==> src/rtl/alse_pkg.sv <==
`timescale 1ns / 1ps
// ----------------------------------------------------------------------------
// alse_pkg
// Shared types, codes and the nibble pattern table of the LED SPI encoder.
// ----------------------------------------------------------------------------
package alse_pkg;

    localparam int CNT_W    = 6;
    localparam int CFG_IDX_W = 2;
    localparam int CFG_W    = 6;
    localparam int WORD_W   = 16;
    localparam int QDEPTH   = 2;
    localparam int QPTR_W   = (QDEPTH > 1) ? $clog2(QDEPTH) : 1;
    localparam int PIX_WORDS = 6;

    localparam logic KIND_PIXEL = 1'b0;
    localparam logic KIND_EOF   = 1'b1;

    localparam logic LED_SHORT = 1'b0;
    localparam logic LED_LONG  = 1'b1;

    localparam logic [CFG_IDX_W-1:0] CFG_LED_TYPE    = 2'd0;
    localparam logic [CFG_IDX_W-1:0] CFG_RESET_SHORT = 2'd1;
    localparam logic [CFG_IDX_W-1:0] CFG_RESET_LONG  = 2'd2;

    localparam logic [CNT_W-1:0] RESET_SHORT_INIT = 6'd10;
    localparam logic [CNT_W-1:0] RESET_LONG_INIT  = 6'd56;

    typedef struct packed {
        logic             lead;
        logic             kind;
        logic [23:0]      bytes;
        logic [CNT_W-1:0] count;
    } t_cmd;

    // Each LED bit becomes one hex digit: 7 for a one, 1 for a zero, bit 0 first.
    function automatic logic [WORD_W-1:0] nibble_pattern(input logic [3:0] nib);
        logic [WORD_W-1:0] w;
        w = '0;
        for (int i = 0; i < 4; i++) begin
            w[WORD_W-1-4*i -: 4] = nib[i] ? 4'h7 : 4'h1;
        end
        return w;
    endfunction

endpackage

==> src/rtl/alse_if.sv <==
`timescale 1ns / 1ps
// ----------------------------------------------------------------------------
// alse_pixel_if / alse_word_if
// Valid/ready channels for pixel items and SPI words.
// ----------------------------------------------------------------------------
interface alse_pixel_if;
    logic       valid;
    logic       ready;
    logic       kind;
    logic [7:0] red;
    logic [7:0] green;
    logic [7:0] blue;

    modport source (output valid, kind, red, green, blue, input ready);
    modport sink   (input valid, kind, red, green, blue, output ready);
endinterface

interface alse_word_if;
    logic        valid;
    logic        ready;
    logic [15:0] spi_word;
    logic        last_of_run;
    logic        frame_done;

    modport source (output valid, spi_word, last_of_run, frame_done, input ready);
    modport sink   (input valid, spi_word, last_of_run, frame_done, output ready);
endinterface

==> src/rtl/alse_front.sv <==
`timescale 1ns / 1ps
// ----------------------------------------------------------------------------
// alse_front
// Accepts items, holds configuration and frame state, builds word commands.
// ----------------------------------------------------------------------------
module alse_front (
    input  logic                            i_clk,
    input  logic                            i_rst_n,
    input  logic                            i_cfg_we,
    input  logic [alse_pkg::CFG_IDX_W-1:0]  i_cfg_idx,
    input  logic [alse_pkg::CFG_W-1:0]      i_cfg_data,
    alse_pixel_if.sink                      i_pix,
    input  logic                            i_q_full,
    output logic                            o_push,
    output alse_pkg::t_cmd                  o_cmd
);
    import alse_pkg::*;

    logic             r_led_type;
    logic [CNT_W-1:0] r_reset_short;
    logic [CNT_W-1:0] r_reset_long;
    logic             r_frame_open;
    logic [CNT_W-1:0] sel_count;

    assign i_pix.ready = !i_q_full;
    assign o_push      = i_pix.valid && !i_q_full;

    assign sel_count = (r_led_type == LED_LONG) ? r_reset_long : r_reset_short;

    always_comb begin
        o_cmd.lead  = !r_frame_open;
        o_cmd.kind  = i_pix.kind;
        o_cmd.bytes = (r_led_type == LED_LONG) ? {i_pix.red, i_pix.green, i_pix.blue}
                                               : {i_pix.green, i_pix.red, i_pix.blue};
        // a zero count still sends one flagged word
        o_cmd.count = (sel_count == '0) ? CNT_W'(1) : sel_count;
    end

    always_ff @(posedge i_clk) begin
        if (!i_rst_n) begin
            r_led_type    <= LED_SHORT;
            r_reset_short <= RESET_SHORT_INIT;
            r_reset_long  <= RESET_LONG_INIT;
            r_frame_open  <= 1'b0;
        end else begin
            if (i_cfg_we) begin
                case (i_cfg_idx)
                    CFG_LED_TYPE:    r_led_type    <= i_cfg_data[0];
                    CFG_RESET_SHORT: r_reset_short <= i_cfg_data[CNT_W-1:0];
                    CFG_RESET_LONG:  r_reset_long  <= i_cfg_data[CNT_W-1:0];
                    default: ;
                endcase
            end
            if (o_push) begin
                r_frame_open <= (i_pix.kind == KIND_PIXEL);
            end
        end
    end

endmodule

==> src/rtl/alse_queue.sv <==
`timescale 1ns / 1ps
// ----------------------------------------------------------------------------
// alse_queue
// Short command queue between the front and the back.
// ----------------------------------------------------------------------------
module alse_queue (
    input  logic           i_clk,
    input  logic           i_rst_n,
    input  logic           i_push,
    input  alse_pkg::t_cmd i_cmd,
    input  logic           i_pop,
    output logic           o_full,
    output logic           o_valid,
    output alse_pkg::t_cmd o_head
);
    import alse_pkg::*;

    localparam int CW = $clog2(QDEPTH + 1);

    t_cmd              r_mem [QDEPTH];
    logic [QPTR_W-1:0] r_wr_ptr;
    logic [QPTR_W-1:0] r_rd_ptr;
    logic [CW-1:0]     r_count;

    assign o_full  = (r_count == CW'(QDEPTH));
    assign o_valid = (r_count != '0);
    assign o_head  = r_mem[r_rd_ptr];

    always_ff @(posedge i_clk) begin
        if (i_push) begin
            r_mem[r_wr_ptr] <= i_cmd;
        end
    end

    always_ff @(posedge i_clk) begin
        if (!i_rst_n) begin
            r_wr_ptr <= '0;
            r_rd_ptr <= '0;
            r_count  <= '0;
        end else begin
            if (i_push) begin
                r_wr_ptr <= (r_wr_ptr == QPTR_W'(QDEPTH - 1)) ? '0 : r_wr_ptr + 1'b1;
            end
            if (i_pop) begin
                r_rd_ptr <= (r_rd_ptr == QPTR_W'(QDEPTH - 1)) ? '0 : r_rd_ptr + 1'b1;
            end
            case ({i_push, i_pop})
                2'b10:   r_count <= r_count + 1'b1;
                2'b01:   r_count <= r_count - 1'b1;
                default: r_count <= r_count;
            endcase
        end
    end

    a_no_overflow: assert property (@(posedge i_clk) disable iff (!i_rst_n)
        o_full |-> !i_push) else $error("queue push while full");
    a_no_underflow: assert property (@(posedge i_clk) disable iff (!i_rst_n)
        !o_valid |-> !i_pop) else $error("queue pop while empty");

endmodule

==> src/rtl/alse_back.sv <==
`timescale 1ns / 1ps
// ----------------------------------------------------------------------------
// alse_back
// Head command to output register: one SPI word per cycle unless o_word stalls.
// ----------------------------------------------------------------------------
module alse_back (
    input  logic           i_clk,
    input  logic           i_rst_n,
    input  logic           i_valid,
    input  alse_pkg::t_cmd i_head,
    output logic           o_pop,
    alse_word_if.source    o_word
);
    import alse_pkg::*;

    logic [CNT_W-1:0]  r_step;
    logic              r_lead_done;
    logic              r_out_valid;
    logic [WORD_W-1:0] r_word;
    logic              r_last;
    logic              r_done;

    logic              emit_lead;
    logic              last;
    logic              load;
    logic [3:0]        nib;
    logic [WORD_W-1:0] word;

    always_comb begin
        case (r_step[2:0])
            3'd0:    nib = i_head.bytes[23:20];
            3'd1:    nib = i_head.bytes[19:16];
            3'd2:    nib = i_head.bytes[15:12];
            3'd3:    nib = i_head.bytes[11:8];
            3'd4:    nib = i_head.bytes[7:4];
            3'd5:    nib = i_head.bytes[3:0];
            default: nib = 4'h0;
        endcase
    end

    assign emit_lead = i_head.lead && !r_lead_done;
    assign last      = !emit_lead &&
                       ((i_head.kind == KIND_PIXEL) ? (r_step == CNT_W'(PIX_WORDS - 1))
                                                    : (r_step == i_head.count - 1'b1));
    assign word      = (emit_lead || i_head.kind == KIND_EOF) ? '0 : nibble_pattern(nib);
    assign load      = i_valid && (!r_out_valid || o_word.ready);
    assign o_pop     = load && last;

    assign o_word.valid       = r_out_valid;
    assign o_word.spi_word    = r_word;
    assign o_word.last_of_run = r_last;
    assign o_word.frame_done  = r_done;

    always_ff @(posedge i_clk) begin
        if (load) begin
            r_word <= word;
            r_last <= last;
            r_done <= last && (i_head.kind == KIND_EOF);
        end
    end

    always_ff @(posedge i_clk) begin
        if (!i_rst_n) begin
            r_step      <= '0;
            r_lead_done <= 1'b0;
            r_out_valid <= 1'b0;
        end else begin
            if (load) begin
                r_out_valid <= 1'b1;
                if (emit_lead) begin
                    r_lead_done <= 1'b1;
                end else if (last) begin
                    r_step      <= '0;
                    r_lead_done <= 1'b0;
                end else begin
                    r_step <= r_step + 1'b1;
                end
            end else if (o_word.ready) begin
                r_out_valid <= 1'b0;
            end
        end
    end

    a_done_is_last: assert property (@(posedge i_clk) disable iff (!i_rst_n)
        r_out_valid && r_done |-> r_last) else $error("frame_done without last_of_run");
    a_pixel_step: assert property (@(posedge i_clk) disable iff (!i_rst_n)
        i_valid && i_head.kind == KIND_PIXEL |-> r_step < CNT_W'(PIX_WORDS))
        else $error("pixel step out of range");
    a_hold_stall: assert property (@(posedge i_clk) disable iff (!i_rst_n)
        r_out_valid && !o_word.ready |=> r_out_valid && $stable(r_word))
        else $error("output word changed while stalled");

endmodule

==> src/rtl/addressable_led_spi_encoder_unit.sv <==
`timescale 1ns / 1ps
// ----------------------------------------------------------------------------
// addressable_led_spi_encoder_unit
// Pixel stream to 16-bit SPI words for one-wire addressable LEDs.
//
// i_pix carries pixels (kind 0) and end-of-frame marks (kind 1); o_word
// carries SPI words, one transfer per word. A pixel gives six pattern words,
// seven when it opens a frame (a zero lead-in word first). An end-of-frame
// mark gives the reset run of zero words, its last word flagged.
// A command passes through the queue and then the output register before its
// first word shows on o_word. Throughput: one word per cycle while o_word is
// ready, set by the output register. A two-entry command queue lets input
// transfers proceed while words are still being sent. Configuration is
// written through i_cfg_we/i_cfg_idx/i_cfg_data while idle: the user must
// keep to this, as the block itself does not enforce it.
// Reset: type 0, reset counts 10 and 56, no frame open, queue empty.
// When o_word stalls, the word holds and the queue fills, then i_pix.ready
// drops until the back moves on.
// ----------------------------------------------------------------------------
module addressable_led_spi_encoder_unit (
    input  logic                            i_clk,
    input  logic                            i_rst_n,
    input  logic                            i_cfg_we,
    input  logic [alse_pkg::CFG_IDX_W-1:0]  i_cfg_idx,
    input  logic [alse_pkg::CFG_W-1:0]      i_cfg_data,
    alse_pixel_if.sink                      i_pix,
    alse_word_if.source                     o_word
);
    import alse_pkg::*;

    logic q_full;
    logic q_valid;
    logic push;
    logic pop;
    t_cmd cmd;
    t_cmd head;

    alse_front u_front (
        .i_clk      (i_clk),
        .i_rst_n    (i_rst_n),
        .i_cfg_we   (i_cfg_we),
        .i_cfg_idx  (i_cfg_idx),
        .i_cfg_data (i_cfg_data),
        .i_pix      (i_pix),
        .i_q_full   (q_full),
        .o_push     (push),
        .o_cmd      (cmd)
    );

    alse_queue u_queue (
        .i_clk   (i_clk),
        .i_rst_n (i_rst_n),
        .i_push  (push),
        .i_cmd   (cmd),
        .i_pop   (pop),
        .o_full  (q_full),
        .o_valid (q_valid),
        .o_head  (head)
    );

    alse_back u_back (
        .i_clk   (i_clk),
        .i_rst_n (i_rst_n),
        .i_valid (q_valid),
        .i_head  (head),
        .o_pop   (pop),
        .o_word  (o_word)
    );

endmodule
==> src/flat_wrapper.sv <==
// flat-port wrapper written by rule: the top's interface ports become plain ports
module addressable_led_spi_encoder_unit_flat import alse_pkg::*;
  (i_clk, i_rst_n, i_cfg_we, i_cfg_idx, i_cfg_data, i_pix_valid, i_pix_kind, i_pix_red, i_pix_green, i_pix_blue, i_pix_ready, o_word_valid, o_word_spi_word, o_word_last_of_run, o_word_frame_done, o_word_ready);
  alse_pixel_if i_pix_i ();
  alse_word_if o_word_i ();
  input  logic i_clk;
  input  logic i_rst_n;
  input  logic i_cfg_we;
  input  logic [alse_pkg::CFG_IDX_W-1:0] i_cfg_idx;
  input  logic [alse_pkg::CFG_W-1:0] i_cfg_data;
  input wire logic [$bits(i_pix_i.valid)-1:0] i_pix_valid;
  input wire logic [$bits(i_pix_i.kind)-1:0] i_pix_kind;
  input wire logic [$bits(i_pix_i.red)-1:0] i_pix_red;
  input wire logic [$bits(i_pix_i.green)-1:0] i_pix_green;
  input wire logic [$bits(i_pix_i.blue)-1:0] i_pix_blue;
  output wire logic [$bits(i_pix_i.ready)-1:0] i_pix_ready;
  output wire logic [$bits(o_word_i.valid)-1:0] o_word_valid;
  output wire logic [$bits(o_word_i.spi_word)-1:0] o_word_spi_word;
  output wire logic [$bits(o_word_i.last_of_run)-1:0] o_word_last_of_run;
  output wire logic [$bits(o_word_i.frame_done)-1:0] o_word_frame_done;
  input wire logic [$bits(o_word_i.ready)-1:0] o_word_ready;
  assign i_pix_i.valid = i_pix_valid;
  assign i_pix_i.kind = i_pix_kind;
  assign i_pix_i.red = i_pix_red;
  assign i_pix_i.green = i_pix_green;
  assign i_pix_i.blue = i_pix_blue;
  assign i_pix_ready = i_pix_i.ready;
  assign o_word_valid = o_word_i.valid;
  assign o_word_spi_word = o_word_i.spi_word;
  assign o_word_last_of_run = o_word_i.last_of_run;
  assign o_word_frame_done = o_word_i.frame_done;
  assign o_word_i.ready = o_word_ready;
  addressable_led_spi_encoder_unit u_core (.i_clk(i_clk), .i_rst_n(i_rst_n), .i_cfg_we(i_cfg_we), .i_cfg_idx(i_cfg_idx), .i_cfg_data(i_cfg_data), .i_pix(i_pix_i), .o_word(o_word_i));
endmodule
==> config.mk <==
export PLATFORM = sky130hd
export DESIGN_NAME = addressable_led_spi_encoder_unit_flat
export DESIGN_NICKNAME = d
export VERILOG_FILES = /design/src/rtl/alse_pkg.sv /design/src/rtl/alse_if.sv /design/src/rtl/alse_front.sv /design/src/rtl/alse_queue.sv /design/src/rtl/alse_back.sv /design/src/rtl/addressable_led_spi_encoder_unit.sv /design/src/flat_wrapper.sv
export SDC_FILE = /design/constraint.sdc
export NUM_CORES = 1
export LEC_CHECK = 0
export BUFFER_PORTS_ARGS = -buffer_cell sky130_fd_sc_hd__buf_4
export CAP_MARGIN = 40
export CORE_MARGIN = 2
export CORE_UTILIZATION = 62
export DETAILED_ROUTE_END_ITERATION = 6
export GPL_TIMING_DRIVEN = 1
export PLACE_DENSITY = 0.87
export SETUP_SLACK_MARGIN = 0.15
export SYNTH_ARGS = -nofsm -noshare
export SYNTH_HDL_FRONTEND = slang
export SYNTH_SLANG_ARGS = --single-unit
export TNS_END_PERCENT = 100
==> constraint.sdc <==
create_clock -name i_clk -period 6.9 [get_ports i_clk]
set_clock_uncertainty 0.05 [all_clocks]
set_input_delay 2.07 -clock i_clk [delete_from_list [all_inputs] [get_ports i_clk]]
set_output_delay 2.07 -clock i_clk [all_outputs]
set_load 0.02 [all_outputs]
==> impl_metrics.json <==
{
  "status": "finished, final reports clean",
  "r2r_end": "u_core.u_queue.r_count[1]",
  "crit_path_max_fanout": 7,
  "min_to": "u_core.u_front.r_reset_long[3]",
  "cts_tree": "built",
  "hold_path_depth": 2,
  "critPathKind": "in2reg",
  "crit_arrival_ps": 3710,
  "die_h_um": 88.8,
  "cp-start-kind": "input port",
  "slew_viol_final": 0,
  "fin_ws_ps": 3420,
  "synthArstFlopShare_pct": 0,
  "rsz0062_at_grt": "no",
  "drc": 0,
  "fin_crit_sh_pct": 50.4,
  "min_period_ps": 3480,
  "ys.flop_type": "edfxtp_1",
  "port_buffers": 53,
  "cts_setup_buffers": 0,
  "place_hpwl_um": 5520,
  "fmax_mhz": 287,
  "drt_iter0_drc": 225,
  "reg2regPathDepth": 11,
  "setup_tns_ps": 0,
  "start_util_pct": 64.8,
  "io_pins": 58,
  "power_density_mw_per_mm2": 241,
  "synth_seq_cells": 98,
  "nets": 412,
  "yosysWarnings": 0,
  "setup_viol": 0,
  "dp_slack_ps": 3060,
  "synth-edff-count": 71,
  "crit_path_end_kind": "flop",
  "grt_usage_pct": 21.7,
  "core_area_mm2": 0.00687,
  "hp-class": "reg2reg",
  "holdWs_ps": 424,
  "rows": 30,
  "grt-ovfl-total": 0,
  "vias": 2662,
  "antenna_found_initial": 0,
  "relSlewSlack_pct": 41.4,
  "gp_congestion": 0.774,
  "avgSynthCellArea_um2": 14.1,
  "regToRegSetupSlack_ps": 3500,
  "utilization_pct": 74.1,
  "first_pass_iters": 4,
  "max_slew.worst_pin.slew_ps": 868,
  "cts.hold.buffers_added": 0,
  "finalHoldViolations": 0,
  "irDropWorstVdd_mv": 0.145,
  "htreeDepth": 3,
  "cts.path.max_buffers": 2,
  "netlist_instances": 316,
  "viasPerCell": 5.69,
  "maxCapViolations": 0,
  "cp_data_required_time_ps": 7130,
  "num_antenna_cells": 0,
  "grt_pass1_wl_um": 12600,
  "place_area_mm2": 0.00489,
  "design.die.area_mm2": 0.00788,
  "final_layout_size_suffix_gt1_share_pct": 32.8,
  "nFillCells": 477,
  "cts_sinks": 98,
  "wl_per_cell_um": 16.7,
  "syn_area_mm2": 0.00445,
  "grt_max_degree": 34,
  "clk_pin_slew_ps": 90,
  "ys_seq_area_share_pct": 60.0,
  "cts_resized": 0,
  "p_leak_nw": 1.92,
  "netlist-cell-type-count": 52,
  "area_delta_synth_final_pct": 14.2,
  "clkLatencyLatePin_ps": 360,
  "antenna_left": 0,
  "clock-root-buffer": "clkbuf_8",
  "cts_buffers": 9,
  "design_area_mm2": 0.00509,
  "grt_pass1_vias": 2731,
  "hp-start": "u_core.u_front.r_reset_long[3]",
  "die_x_um": 88.8,
  "finalWirelength_um": 7810
}
## critical path: stages
cell and delay [ps]:
buf_4 70, and2b_2 200, or2_2 370, nor2_8 180
ha_1 290, or3_1 370, a21boi_0 160
## routing by layer
layer	track usage, %	vias up	part of all wire, %
li1	-	1265	-
met2	38.7	91	52
met4	5.92	0	1.0
met5	0	-	0
met3	5.50	8	5.2
met1	26.2	1298	42
## cell usage after synthesis, types with 3 or more instances
library cell | n | share of area (%)
edfxtp_1 | 71 | 48
mux2_2 | 32 | 8.1
dfxtp_1 | 27 | 12
nand2_1 | 23 | 1.9
mux2i_1 | 22 | 4.9
nor2_1 | 13 | 1.1
buf_4 | 12 | 2.0
nor2b_1 | 9 | 1.3
xnor2_1 | 8 | 1.6
a21oi_1 | 7 | 0.79
ha_1 | 7 | 2.0
o21ai_0 | 7 | 0.79
inv_1 | 6 | 0.51
mux4_2 | 6 | 3.0
clkbuf_1 | 5 | 0.42
nand4_1 | 5 | 0.70
and2_1 | 4 | 0.56
nor3b_1 | 4 | 0.67
a222oi_1 | 3 | 0.67
a22o_1 | 3 | 0.59
nand2b_1 | 3 | 0.42
nor3_1 | 3 | 0.34
xor2_1 | 3 | 0.59
## cells in the final DEF, fill, tap and decap left out, types with 2 or more instances in the layout
master	synthesis	final
xnor2_1	8	8
nand2_1	23	23
a222oi_1	3	3
nor2b_1	9	9
nor2_1	13	12
o21ai_0	7	7
buf_4	12	56
ha_1	7	7
and3_1	2	2
mux2i_1	22	22
nand4_1	5	5
nand3b_1	2	2
nand2b_1	3	3
dfxtp_1	27	27
a221oi_1	2	2
and2_1	4	4
mux2_2	32	32
clkbuf_8	0	9
nor2_2	1	2
inv_6	0	3
nor3b_1	4	4
a21oi_1	7	7
nor3_1	3	3
conb_1	1	4
xor2_1	3	3
mux4_2	6	6
a22o_1	3	3
inv_1	6	6
edfxtp_1	71	71
## worst max-delay path by stage
stage / endpoint / slack, ps / startpoint / cells after the start
2_1_floorplan: u_core.u_queue.r_mem[0][0] / 2870 / i_pix_valid / 2
3_3_place_gp: u_core.u_queue.r_count[1] / 3110 / o_word_ready / 7
3_5_place_dp: u_core.u_queue.r_count[1] / 3060 / o_word_ready / 7
4_1_cts: u_core.u_queue.r_count[1] / 3430 / o_word_ready / 7
5_1_grt: u_core.u_queue.r_count[1] / 3300 / flop / 11
6_report: u_core.u_queue.r_count[1] / 3420 / o_word_ready / 7
## stage by stage
stage / std cells / power, mW
6_report: 468 / 1.22
3_3_place_gp: 451 / 0.860
2_1_floorplan: 319 / 0.813
4_1_cts: 468 / 1.23
3_5_place_dp: 452 / 0.870
5_1_grt: 468 / 1.27
## state kept, by name, summed over array words and instances (netlist names), 2 cells and up, named ones only
| register | count |
|---|---|
| u_core.u_back.o_word.spi_word | 5 |
| u_core.u_front.r_reset_long | 6 |
| u_core.u_queue.r_mem | 64 |
| u_core.u_queue.r_count | 2 |
| u_core.u_front.r_reset_short | 6 |
| u_core.u_back.r_step | 6 |
## cells by family (layout without fill, tap and decap cells)
| group | count (synthesis) | count (layout) | synth area share, % |
|---|---|---|---|
| flip-flops | 98 | 98 | 60.0 |
| AND/OR/NAND/NOR | 82 | 82 | 10.7 |
| multiplexers | 62 | 62 | 17.0 |
| AO/OA/AOI/OAI | 29 | 29 | 4.58 |
| buffers and inverters | 26 | 79 | 3.54 |
| XOR/XNOR | 11 | 11 | 2.16 |
| adder cells (fa/ha/maj) | 7 | 7 | 1.97 |
| other | 1 | 4 | 0.0842 |
## area by class of cell
cell class,count,area (um^2),share of cell area [%]
inverter,6,22.5,0.443
sequential,98,2670,52.5
tap,96,120,2.36
clock buffer,10,128,2.51
timing repair buffer,57,435,8.56
clock inverter,6,72.6,1.43
multi-input combinational,195,1640,32.2
## power breakdown
group | leakage [nW] | internal (mW) | switching, mW
clock network | 0.0979 | 0.172 | 0.197
logic | 0.938 | 0.0723 | 0.0885
registers | 0.883 | 0.676 | 0.0187
total | 1.92 | 0.921 | 0.304
Note: power is estimated with default switching activity, not from simulation.
